**config.mk**
```make
export PLATFORM = sky130hd
export DESIGN_NAME = lzss_bitstream_decoder_top_flat
export DESIGN_NICKNAME = d
export VERILOG_FILES = /design/src/design/lzsd_pkg.sv /design/src/design/lzsd_stream_if.sv /design/src/design/lzsd_ram.sv /design/src/design/lzss_bitstream_decoder_top.sv /design/src/flat_wrapper.sv
export SDC_FILE = /design/constraint.sdc
export NUM_CORES = 2
export LEC_CHECK = 0
export BUFFER_PORTS_ARGS = -buffer_cell sky130_fd_sc_hd__buf_4
export CORE_UTILIZATION = 50
export CTS_CLUSTER_DIAMETER = 200
export DETAILED_ROUTE_END_ITERATION = 16
export GPL_ROUTABILITY_DRIVEN = 0
export HOLD_SLACK_MARGIN = 0.12
export PLACE_DENSITY = 0.7
export SYNTH_ARGS = -nofsm -noshare
export SYNTH_HDL_FRONTEND = slang
export SYNTH_SLANG_ARGS = --single-unit
```
**constraint.sdc**
```tcl
create_clock -name clk -period 11.87 [get_ports clk]
set_clock_uncertainty 0.1 [all_clocks]
set_input_delay 1.187 -clock clk [delete_from_list [all_inputs] [get_ports clk]]
set_output_delay 1.187 -clock clk [all_outputs]
set_load 0.02 [all_outputs]
```
**src/design/lzsd_pkg.sv**
```systemverilog
// lzsd_pkg: shared types and constants for the lzss bit-stream decoder
// no dependencies; used by the interfaces and the top level
`default_nettype none

package lzsd_pkg;

  localparam int BYTE_W              = 8;
  localparam int SHIFT_CNT_W         = 4;
  localparam int COUNT_W             = 16;
  localparam int DEFAULT_WINDOW_BITS = 8;
  localparam int DEFAULT_LENGTH_BITS = 4;

  localparam logic [SHIFT_CNT_W-1:0] SHIFT_FULL    = SHIFT_CNT_W'(BYTE_W);
  localparam logic [COUNT_W-1:0]     MAX_OUT_RESET = {COUNT_W{1'b1}};

  typedef enum logic [2:0] {
    ST_IDLE,
    ST_START,
    ST_BITS,
    ST_COPY_RD,
    ST_COPY_EM,
    ST_FLUSH
  } state_t;

  typedef enum logic [1:0] {
    PH_FLAG,
    PH_LITERAL,
    PH_LENGTH,
    PH_OFFSET
  } phase_t;

endpackage

`default_nettype wire

```
**src/design/lzsd_stream_if.sv**
```systemverilog
// lzsd_in_if / lzsd_out_if: valid-ready channels for compressed and decoded beats
// depends on lzsd_pkg
`default_nettype none

interface lzsd_in_if;
  logic                        valid;
  logic                        ready;
  logic [lzsd_pkg::BYTE_W-1:0] data_byte;
  logic                        final_byte;

  modport source (output valid, output data_byte, output final_byte, input ready);
  modport sink   (input valid, input data_byte, input final_byte, output ready);
endinterface

interface lzsd_out_if;
  logic                        valid;
  logic                        ready;
  logic [lzsd_pkg::BYTE_W-1:0] out_byte;
  logic                        from_history;
  logic                        last_of_run;
  logic                        limit_reached;

  modport source (output valid, output out_byte, output from_history,
                  output last_of_run, output limit_reached, input ready);
  modport sink   (input valid, input out_byte, input from_history,
                  input last_of_run, input limit_reached, output ready);
endinterface

`default_nettype wire

```
**src/design/lzsd_ram.sv**
```systemverilog
// lzsd_ram: generic single-write, single-read ram with registered read data
// no dependencies
`default_nettype none

module lzsd_ram #(
  parameter int WIDTH = 8,
  parameter int DEPTH = 256
) (
  input  wire logic                     clk,
  input  wire logic                     we,
  input  wire logic [$clog2(DEPTH)-1:0] waddr,
  input  wire logic [WIDTH-1:0]         wdata,
  input  wire logic                     re,
  input  wire logic [$clog2(DEPTH)-1:0] raddr,
  output      logic [WIDTH-1:0]         rdata
);

  logic [WIDTH-1:0] mem [DEPTH];

  always_ff @(posedge clk) begin
    if (we) begin
      mem[waddr] <= wdata;
    end
    if (re) begin
      rdata <= mem[raddr];
    end
  end

endmodule

`default_nettype wire

```
**src/design/lzss_bitstream_decoder_top.sv**
```systemverilog
// lzss_bitstream_decoder_top: lzss decoder with a flag/code bit shifter and history ring
// depends on lzsd_pkg, lzsd_stream_if.sv and lzsd_ram
//
//   channel   dir   beat contents
//   in_ch     in    data_byte[7:0], final_byte
//   out_ch    out   out_byte[7:0], from_history, last_of_run, limit_reached
//   cfg       in    cfg_we, cfg_data[15:0] -> max_output_bytes
//
// an input beat is accepted only in idle, then passes start, bits (skipped once the stream
// is done) and flush before the next accept; bits takes one flag/code bit per cycle
// (up to 8), a copied byte takes one ram read then one emit, and each completed reference
// ends with one more copy read; a single bit sequencer and one ram read port set this order.
// each decoded byte waits in a hold register until the next one is known, so
// last_of_run is exact; a stalled output stalls the sequencer at an emit or at beat end.
// synchronous reset clears control state; ring contents are not cleared.
`default_nettype none

module lzss_bitstream_decoder_top #(
  parameter int WINDOW_BITS = lzsd_pkg::DEFAULT_WINDOW_BITS,
  parameter int LENGTH_BITS = lzsd_pkg::DEFAULT_LENGTH_BITS
) (
  input  wire logic                         clk,
  input  wire logic                         rst,
  input  wire logic                         cfg_we,
  input  wire logic [lzsd_pkg::COUNT_W-1:0] cfg_data,
  lzsd_in_if.sink                           in_ch,
  lzsd_out_if.source                        out_ch
);

  localparam int FW    = (WINDOW_BITS > LENGTH_BITS) ? WINDOW_BITS : LENGTH_BITS;
  localparam int FBW   = $clog2(FW + 1);
  localparam int CLW   = LENGTH_BITS + 1;
  localparam int DEPTH = 1 << WINDOW_BITS;
  localparam int BW    = lzsd_pkg::BYTE_W;
  localparam int CW    = lzsd_pkg::COUNT_W;
  localparam int SW    = lzsd_pkg::SHIFT_CNT_W;

  lzsd_pkg::state_t state, state_next;
  lzsd_pkg::phase_t phase, phase_next;

  logic [CW-1:0]          max_output_bytes;
  logic [BW-1:0]          in_byte;
  logic                   in_final;
  logic [BW-1:0]          bit_shifter, bit_shifter_next;
  logic [SW-1:0]          bits_remaining, bits_remaining_next;
  logic [FW-1:0]          field_value, field_value_next;
  logic [FBW-1:0]         field_bits_left, field_bits_left_next;
  logic [CLW-1:0]         copy_length, copy_length_next;
  logic [CW-1:0]          produced_count, produced_count_next;
  logic                   stream_done, stream_done_next;

  logic                   hold_valid, hold_valid_next;
  logic [BW-1:0]          hold_byte, hold_byte_next;
  logic                   hold_hist, hold_hist_next;
  logic                   hold_limit, hold_limit_next;

  logic                   out_valid_next;
  logic [BW-1:0]          out_byte_next;
  logic                   out_hist_next, out_last_next, out_limit_next;

  logic                   ram_we, ram_re;
  logic [WINDOW_BITS-1:0] ram_waddr, ram_raddr;
  logic [BW-1:0]          ram_wdata, ram_rdata;

  logic                   out_free, slot_ok, done_now;
  logic                   emit_req, emit_go, bit_go, copy_go, flush_go;
  logic                   cur_bit, offset_done;
  logic [FW-1:0]          field_shift;
  logic [CW-1:0]          offset_ext, count_inc;
  logic [BW-1:0]          emit_byte;

  assign in_ch.ready = (state == lzsd_pkg::ST_IDLE);
  assign out_free    = !out_ch.valid || out_ch.ready;
  assign slot_ok     = !hold_valid || out_free;
  assign done_now    = stream_done || (produced_count >= max_output_bytes);
  assign offset_ext  = CW'(field_value[WINDOW_BITS-1:0]);
  assign count_inc   = produced_count + 1'b1;
  assign cur_bit     = bit_shifter[BW-1];
  assign field_shift = {field_value[FW-2:0], cur_bit};

  assign emit_req = ((state == lzsd_pkg::ST_START) && !done_now
                     && (phase == lzsd_pkg::PH_LITERAL))
                    || (state == lzsd_pkg::ST_COPY_EM);
  assign emit_go  = emit_req && slot_ok;
  assign emit_byte = (state == lzsd_pkg::ST_COPY_EM) ? ram_rdata : in_byte;
  assign bit_go   = (state == lzsd_pkg::ST_BITS) && (bits_remaining != '0)
                    && !stream_done && (phase != lzsd_pkg::PH_LITERAL);
  assign offset_done = bit_go && (phase == lzsd_pkg::PH_OFFSET)
                       && (field_bits_left == FBW'(1));
  assign copy_go  = (state == lzsd_pkg::ST_COPY_RD) && (copy_length != '0)
                    && !stream_done && (offset_ext != '0)
                    && (offset_ext <= produced_count);
  assign flush_go = (state == lzsd_pkg::ST_FLUSH) && slot_ok;

  assign ram_we    = emit_go;
  assign ram_waddr = produced_count[WINDOW_BITS-1:0];
  assign ram_wdata = emit_byte;
  assign ram_re    = copy_go;
  assign ram_raddr = produced_count[WINDOW_BITS-1:0] - field_value[WINDOW_BITS-1:0];

  lzsd_ram #(
    .WIDTH (BW),
    .DEPTH (DEPTH)
  ) u_ring (
    .clk   (clk),
    .we    (ram_we),
    .waddr (ram_waddr),
    .wdata (ram_wdata),
    .re    (ram_re),
    .raddr (ram_raddr),
    .rdata (ram_rdata)
  );

  // next state
  always_comb begin
    state_next = state;
    unique case (state)
      lzsd_pkg::ST_IDLE: begin
        if (in_ch.valid) state_next = lzsd_pkg::ST_START;
      end
      lzsd_pkg::ST_START: begin
        if (done_now) state_next = lzsd_pkg::ST_FLUSH;
        else if (phase != lzsd_pkg::PH_LITERAL || emit_go) state_next = lzsd_pkg::ST_BITS;
      end
      lzsd_pkg::ST_BITS: begin
        if (!bit_go) state_next = lzsd_pkg::ST_FLUSH;
        else if (offset_done) state_next = lzsd_pkg::ST_COPY_RD;
      end
      lzsd_pkg::ST_COPY_RD: begin
        state_next = copy_go ? lzsd_pkg::ST_COPY_EM : lzsd_pkg::ST_BITS;
      end
      lzsd_pkg::ST_COPY_EM: begin
        if (emit_go) state_next = lzsd_pkg::ST_COPY_RD;
      end
      lzsd_pkg::ST_FLUSH: begin
        if (flush_go) state_next = lzsd_pkg::ST_IDLE;
      end
      default: state_next = lzsd_pkg::ST_IDLE;
    endcase
  end

  // datapath and outputs
  always_comb begin
    phase_next           = phase;
    bit_shifter_next     = bit_shifter;
    bits_remaining_next  = bits_remaining;
    field_value_next     = field_value;
    field_bits_left_next = field_bits_left;
    copy_length_next     = copy_length;
    produced_count_next  = produced_count;
    stream_done_next     = stream_done;
    hold_valid_next      = hold_valid;
    hold_byte_next       = hold_byte;
    hold_hist_next       = hold_hist;
    hold_limit_next      = hold_limit;
    out_valid_next       = out_ch.valid && !out_ch.ready;
    out_byte_next        = out_ch.out_byte;
    out_hist_next        = out_ch.from_history;
    out_last_next        = out_ch.last_of_run;
    out_limit_next       = out_ch.limit_reached;

    if (state == lzsd_pkg::ST_START) begin
      stream_done_next = done_now;
      if (!done_now && phase != lzsd_pkg::PH_LITERAL) begin
        bit_shifter_next    = in_byte;
        bits_remaining_next = lzsd_pkg::SHIFT_FULL;
      end else if (!done_now && emit_go) begin
        phase_next = lzsd_pkg::PH_FLAG;
      end
    end

    if (bit_go) begin
      bit_shifter_next    = {bit_shifter[BW-2:0], 1'b0};
      bits_remaining_next = bits_remaining - 1'b1;
      unique case (phase)
        lzsd_pkg::PH_FLAG: begin
          if (cur_bit) begin
            phase_next = lzsd_pkg::PH_LITERAL;
          end else begin
            phase_next           = lzsd_pkg::PH_LENGTH;
            field_value_next     = '0;
            field_bits_left_next = FBW'(LENGTH_BITS);
          end
        end
        lzsd_pkg::PH_LENGTH: begin
          field_value_next     = field_shift;
          field_bits_left_next = field_bits_left - 1'b1;
          if (field_bits_left == FBW'(1)) begin
            copy_length_next     = CLW'(field_shift[LENGTH_BITS-1:0]) + 1'b1;
            phase_next           = lzsd_pkg::PH_OFFSET;
            field_value_next     = '0;
            field_bits_left_next = FBW'(WINDOW_BITS);
          end
        end
        lzsd_pkg::PH_OFFSET: begin
          field_value_next     = field_shift;
          field_bits_left_next = field_bits_left - 1'b1;
          if (field_bits_left == FBW'(1)) phase_next = lzsd_pkg::PH_FLAG;
        end
        default: ;
      endcase
    end

    // copy finished or refused
    if (state == lzsd_pkg::ST_COPY_RD && !copy_go) field_value_next = '0;

    if (emit_go) begin
      if (hold_valid) begin
        out_valid_next = 1'b1;
        out_byte_next  = hold_byte;
        out_hist_next  = hold_hist;
        out_last_next  = 1'b0;
        out_limit_next = hold_limit;
      end
      hold_valid_next     = 1'b1;
      hold_byte_next      = emit_byte;
      hold_hist_next      = (state == lzsd_pkg::ST_COPY_EM);
      hold_limit_next     = (count_inc >= max_output_bytes);
      produced_count_next = count_inc;
      stream_done_next    = (count_inc >= max_output_bytes);
      if (state == lzsd_pkg::ST_COPY_EM) copy_length_next = copy_length - 1'b1;
    end

    if (flush_go) begin
      if (hold_valid) begin
        out_valid_next = 1'b1;
        out_byte_next  = hold_byte;
        out_hist_next  = hold_hist;
        out_last_next  = 1'b1;
        out_limit_next = hold_limit;
      end
      hold_valid_next = 1'b0;
      if (in_final) begin
        phase_next           = lzsd_pkg::PH_FLAG;
        bit_shifter_next     = '0;
        bits_remaining_next  = '0;
        field_value_next     = '0;
        field_bits_left_next = '0;
        copy_length_next     = '0;
        produced_count_next  = '0;
        stream_done_next     = 1'b0;
      end
    end
  end

  always_ff @(posedge clk) begin
    if (rst) begin
      state            <= lzsd_pkg::ST_IDLE;
      phase            <= lzsd_pkg::PH_FLAG;
      max_output_bytes <= lzsd_pkg::MAX_OUT_RESET;
      bit_shifter      <= '0;
      bits_remaining   <= '0;
      field_value      <= '0;
      field_bits_left  <= '0;
      copy_length      <= '0;
      produced_count   <= '0;
      stream_done      <= 1'b0;
      hold_valid       <= 1'b0;
      out_ch.valid     <= 1'b0;
    end else begin
      state            <= state_next;
      phase            <= phase_next;
      bit_shifter      <= bit_shifter_next;
      bits_remaining   <= bits_remaining_next;
      field_value      <= field_value_next;
      field_bits_left  <= field_bits_left_next;
      copy_length      <= copy_length_next;
      produced_count   <= produced_count_next;
      stream_done      <= stream_done_next;
      hold_valid       <= hold_valid_next;
      out_ch.valid     <= out_valid_next;
      if (cfg_we) max_output_bytes <= cfg_data;
    end
  end

  // payload registers
  always_ff @(posedge clk) begin
    if (in_ch.valid && in_ch.ready) begin
      in_byte  <= in_ch.data_byte;
      in_final <= in_ch.final_byte;
    end
    hold_byte            <= hold_byte_next;
    hold_hist            <= hold_hist_next;
    hold_limit           <= hold_limit_next;
    out_ch.out_byte      <= out_byte_next;
    out_ch.from_history  <= out_hist_next;
    out_ch.last_of_run   <= out_last_next;
    out_ch.limit_reached <= out_limit_next;
  end

  a_idle_no_hold: assert property (@(posedge clk) disable iff (rst)
    (state == lzsd_pkg::ST_IDLE) |-> !hold_valid)
    else $error("held beat left behind at end of input beat");

  a_copy_order: assert property (@(posedge clk) disable iff (rst)
    (state == lzsd_pkg::ST_COPY_EM) |->
      ($past(state) == lzsd_pkg::ST_COPY_RD || $past(state) == lzsd_pkg::ST_COPY_EM))
    else $error("copy emit without a preceding ring read");

  a_copy_offset: assert property (@(posedge clk) disable iff (rst)
    (state == lzsd_pkg::ST_COPY_EM) |-> (offset_ext != '0 && offset_ext <= produced_count))
    else $error("copy from an offset outside the produced output");

  a_limit_done: assert property (@(posedge clk) disable iff (rst)
    (emit_go && count_inc >= max_output_bytes) |=> stream_done)
    else $error("output limit reached without ending the stream");

endmodule

`default_nettype wire
```
**src/flat_wrapper.sv**
```systemverilog
// flat-port wrapper written by rule: the top's interface ports become plain ports
module lzss_bitstream_decoder_top_flat 
#(
  parameter int WINDOW_BITS = lzsd_pkg::DEFAULT_WINDOW_BITS,
  parameter int LENGTH_BITS = lzsd_pkg::DEFAULT_LENGTH_BITS
)
  (clk, rst, cfg_we, cfg_data, in_ch_valid, in_ch_data_byte, in_ch_final_byte, in_ch_ready, out_ch_valid, out_ch_out_byte, out_ch_from_history, out_ch_last_of_run, out_ch_limit_reached, out_ch_ready);
  lzsd_in_if in_ch_i ();
  lzsd_out_if out_ch_i ();
  input  wire logic clk;
  input  wire logic rst;
  input  wire logic cfg_we;
  input  wire logic [lzsd_pkg::COUNT_W-1:0] cfg_data;
  input wire logic [$bits(in_ch_i.valid)-1:0] in_ch_valid;
  input wire logic [$bits(in_ch_i.data_byte)-1:0] in_ch_data_byte;
  input wire logic [$bits(in_ch_i.final_byte)-1:0] in_ch_final_byte;
  output wire logic [$bits(in_ch_i.ready)-1:0] in_ch_ready;
  output wire logic [$bits(out_ch_i.valid)-1:0] out_ch_valid;
  output wire logic [$bits(out_ch_i.out_byte)-1:0] out_ch_out_byte;
  output wire logic [$bits(out_ch_i.from_history)-1:0] out_ch_from_history;
  output wire logic [$bits(out_ch_i.last_of_run)-1:0] out_ch_last_of_run;
  output wire logic [$bits(out_ch_i.limit_reached)-1:0] out_ch_limit_reached;
  input wire logic [$bits(out_ch_i.ready)-1:0] out_ch_ready;
  assign in_ch_i.valid = in_ch_valid;
  assign in_ch_i.data_byte = in_ch_data_byte;
  assign in_ch_i.final_byte = in_ch_final_byte;
  assign in_ch_ready = in_ch_i.ready;
  assign out_ch_valid = out_ch_i.valid;
  assign out_ch_out_byte = out_ch_i.out_byte;
  assign out_ch_from_history = out_ch_i.from_history;
  assign out_ch_last_of_run = out_ch_i.last_of_run;
  assign out_ch_limit_reached = out_ch_i.limit_reached;
  assign out_ch_i.ready = out_ch_ready;
  lzss_bitstream_decoder_top #(.WINDOW_BITS(WINDOW_BITS), .LENGTH_BITS(LENGTH_BITS)) u_core (.clk(clk), .rst(rst), .cfg_we(cfg_we), .cfg_data(cfg_data), .in_ch(in_ch_i), .out_ch(out_ch_i));
endmodule
```
==> flow_metrics.tcl <==
set metrics [dict create \
    drive_gt1_frac 0.237 \
    arrival_ns 6.34 \
    period_needed_ns 5.86 \
    synth_ff_type "edfxtp_1" \
    setup_violations 0 \
    port-buffer-count 42 \
    clk_path_buf_depth 3 \
    clock-sinks 2155 \
    synth_area_leader_cell "edfxtp_1" \
    root_buffer "clkbuf_16" \
    wl_per_cell_um 29.8 \
    die_w_um 416 \
    grt_use_total 0.229 \
    fmax_mhz 171 \
    powerDensity_nw_per_um2 198 \
    pin_count 43 \
    coreArea_um2 170000 \
    synth_fp_nets 4211 \
    async_reset_ff_frac 0 \
    slew_headroom 0.153 \
    die_h_um 416 \
    syn_area_per_cell_um2 20.7 \
    insertion_delay_ns 0.86 \
    vias 41669 \
    post-cts-setup-buffers 0 \
    detail-route-antenna-nets 0 \
    p_leak_nw 29.8 \
    drt_pass1_iterations 8 \
    clk_pin_slew_ns 0.06 \
    cts_tree "yes" \
    synth_area_um2 85500 \
    syn_inst 4124 \
    synth_top_area_share 0.732 \
    nNetsFinal 4291 \
    hold_viol 0 \
    synth.area.top_cells "edfxtp_1 (73%), mux4_2 (16%), dfxtp_1 (1.6%)" \
    critPathLaunchType "flop" \
    slew_violations 0 \
    ys_ff_latch 2155 \
    synthDistinctLibCells 72 \
    ys.warnings.count 0 \
    h-tree-depth 4 \
    tns_ns 0 \
    grt_start_max_net_pins 217 \
    antenna_found_initial 9 \
    period_share 0.493 \
    dieArea_um2 173000 \
    viasPerCell 6.32 \
    numCtsBuffers 206 \
    rows 151 \
    drtIter0Drc 5251 \
    max-vdd-ir-drop_mv 0.193 \
    synth_edf_count 2086 \
    drv_cap 0 \
    hp-class "input pin to flop" \
    grt-ovfl-total 0 \
    critPathKind "flop to flop" \
    crit_fanout 43 \
    worst_slack_ns 6.01 \
    place_hpwl_um 116000 \
    max_slew.worst_pin.slew_ns 1.24 \
    post-place-ws_ns 6.21 \
    grt_pass1_wl_um 287000 \
    cp-end-kind "flop" \
    cts.repair.resized 0 \
    start_util 0.504 \
    postCtsHoldBufs 0 \
    finalWirelength_um 197000 \
    grt_pass1_vias 41012 \
    status "complete, no violations" \
    ys_seq_area_frac 0.748 \
    area_delta_synth_final_pct 10.6 \
    drcViolationCount 0 \
    required_ns 12.35 \
    rsz0062_at_grt "false" \
]
## registers in the layout, summed over array words and instances, names as in the netlist, 3 cells and up, named ones only
| signal | cells |
|---|---|
| u_core.max_output_bytes | 16 |
| u_core.hold_byte | 8 |
| u_core.bit_shifter | 8 |
| u_core.u_ring.rdata | 8 |
| u_core.field_bits_left | 4 |
| u_core.bits_remaining | 4 |
| u_core.field_value | 8 |
| u_core.state | 3 |
| u_core.copy_length | 5 |
| u_core.produced_count | 16 |
| u_core.u_ring.mem | 2048 |
| u_core.in_byte | 8 |
## cell families after synthesis
family	synth area share
flops	0.748
mux	0.168
simple gates	0.0340
buf+inv	0.0179
compound gates	0.0199
fa+ha+maj	0.00842
xor+xnor	0.00295
## placed cells by master, fill, tap and decap left out, types with 47 or more instances in the layout
master	Yosys	layout
buf_4	41	97
dfxtp_1	69	69
a21oi_1	47	47
mux4_2	608	608
mux2i_1	64	64
nand2_1	165	156
clkinv_1	1	48
inv_1	58	58
clkbuf_16	0	206
edfxtp_1	2086	2086
ha_1	56	55
nor2_1	333	332
## cells in the mapped netlist, types with 23 or more instances
master and number:
nand3_1 25, mux2i_1 64, a32oi_1 24, inv_1 58, buf_2 53, a21oi_1 47
o21ai_0 29, nand2_1 165, buf_4 41, mux4_2 608, nor2_1 333, buf_6 25
edfxtp_1 2086, clkbuf_1 102, o211ai_1 37, nand4_1 23, nor3_1 42, dfxtp_1 69
ha_1 56
## power breakdown
group          switching [W]  leakage, nW  total [W]  internal (W)
sequential         0.0000480         19.3    0.00923       0.00918
combinational        0.00201         7.28    0.00312       0.00111
clock                0.00283         3.19    0.00641       0.00358
total                0.00489         29.8     0.0188        0.0139
## final timing paths
check                                 start                   endpoint  slack, ns  cells past startpoint
setup / recovery   u_core.produced_count[0]     u_core.u_ring.rdata[0]       6.01                     12
hold / removal           in_ch_data_byte[0]          u_core.in_byte[0]       0.40                      1
setup reg to reg   u_core.produced_count[0]     u_core.u_ring.rdata[0]       6.01                     12
hold reg to reg   u_core.field_bits_left[3]  u_core.field_bits_left[3]       0.42                      2
## worst max-delay path, cell delays in order, from the launching register on
cell and delay [ns]:
dfxtp_1 0.40, inv_1 0.22, ha_4 0.17, inv_1 0.05, fa_4 1.24, buf_4 0.58, buf_4 0.64, mux4_2 0.44
mux4_2 0.50, mux2i_1 0.59, a32oi_1 0.16, nand3_1 0.26, nand4_1 0.14
## layer usage
layer  vias up  GRT usage  part of all wire
li1      17215          -                 -
met1     22091      0.335              0.41
met2      2056      0.347              0.47
met3       305     0.0510             0.097
met4         2     0.0684             0.026
met5         -          0           0.00010
## per-stage QoR
stage	cell area (µm²)	cells	power, W	utilization	hold WS (ns)
finish	94600	6596	0.0188	0.558	0.403
global route	94600	6594	0.0193	0.558	0.375
floorplan	85500	4124	0.0117	-	0.363
detailed placement	88100	6214	0.0125	0.519	0.411
CTS	94600	6593	0.0189	0.558	0.349
global placement	88100	6214	0.0124	0.519	0.383
## layout make-up
class / instances / area [µm²]
tap: 2218 / 2780
antenna: 3 / 7.51
timing repair buffer: 106 / 908
clock buffer: 252 / 5330
sequential: 2155 / 64000
multi-input combinational: 1675 / 20100
inverter: 60 / 225
clock inverter: 127 / 1240
fill: 12309 / 75000
Note: power is estimated with default switching activity, not from simulation.
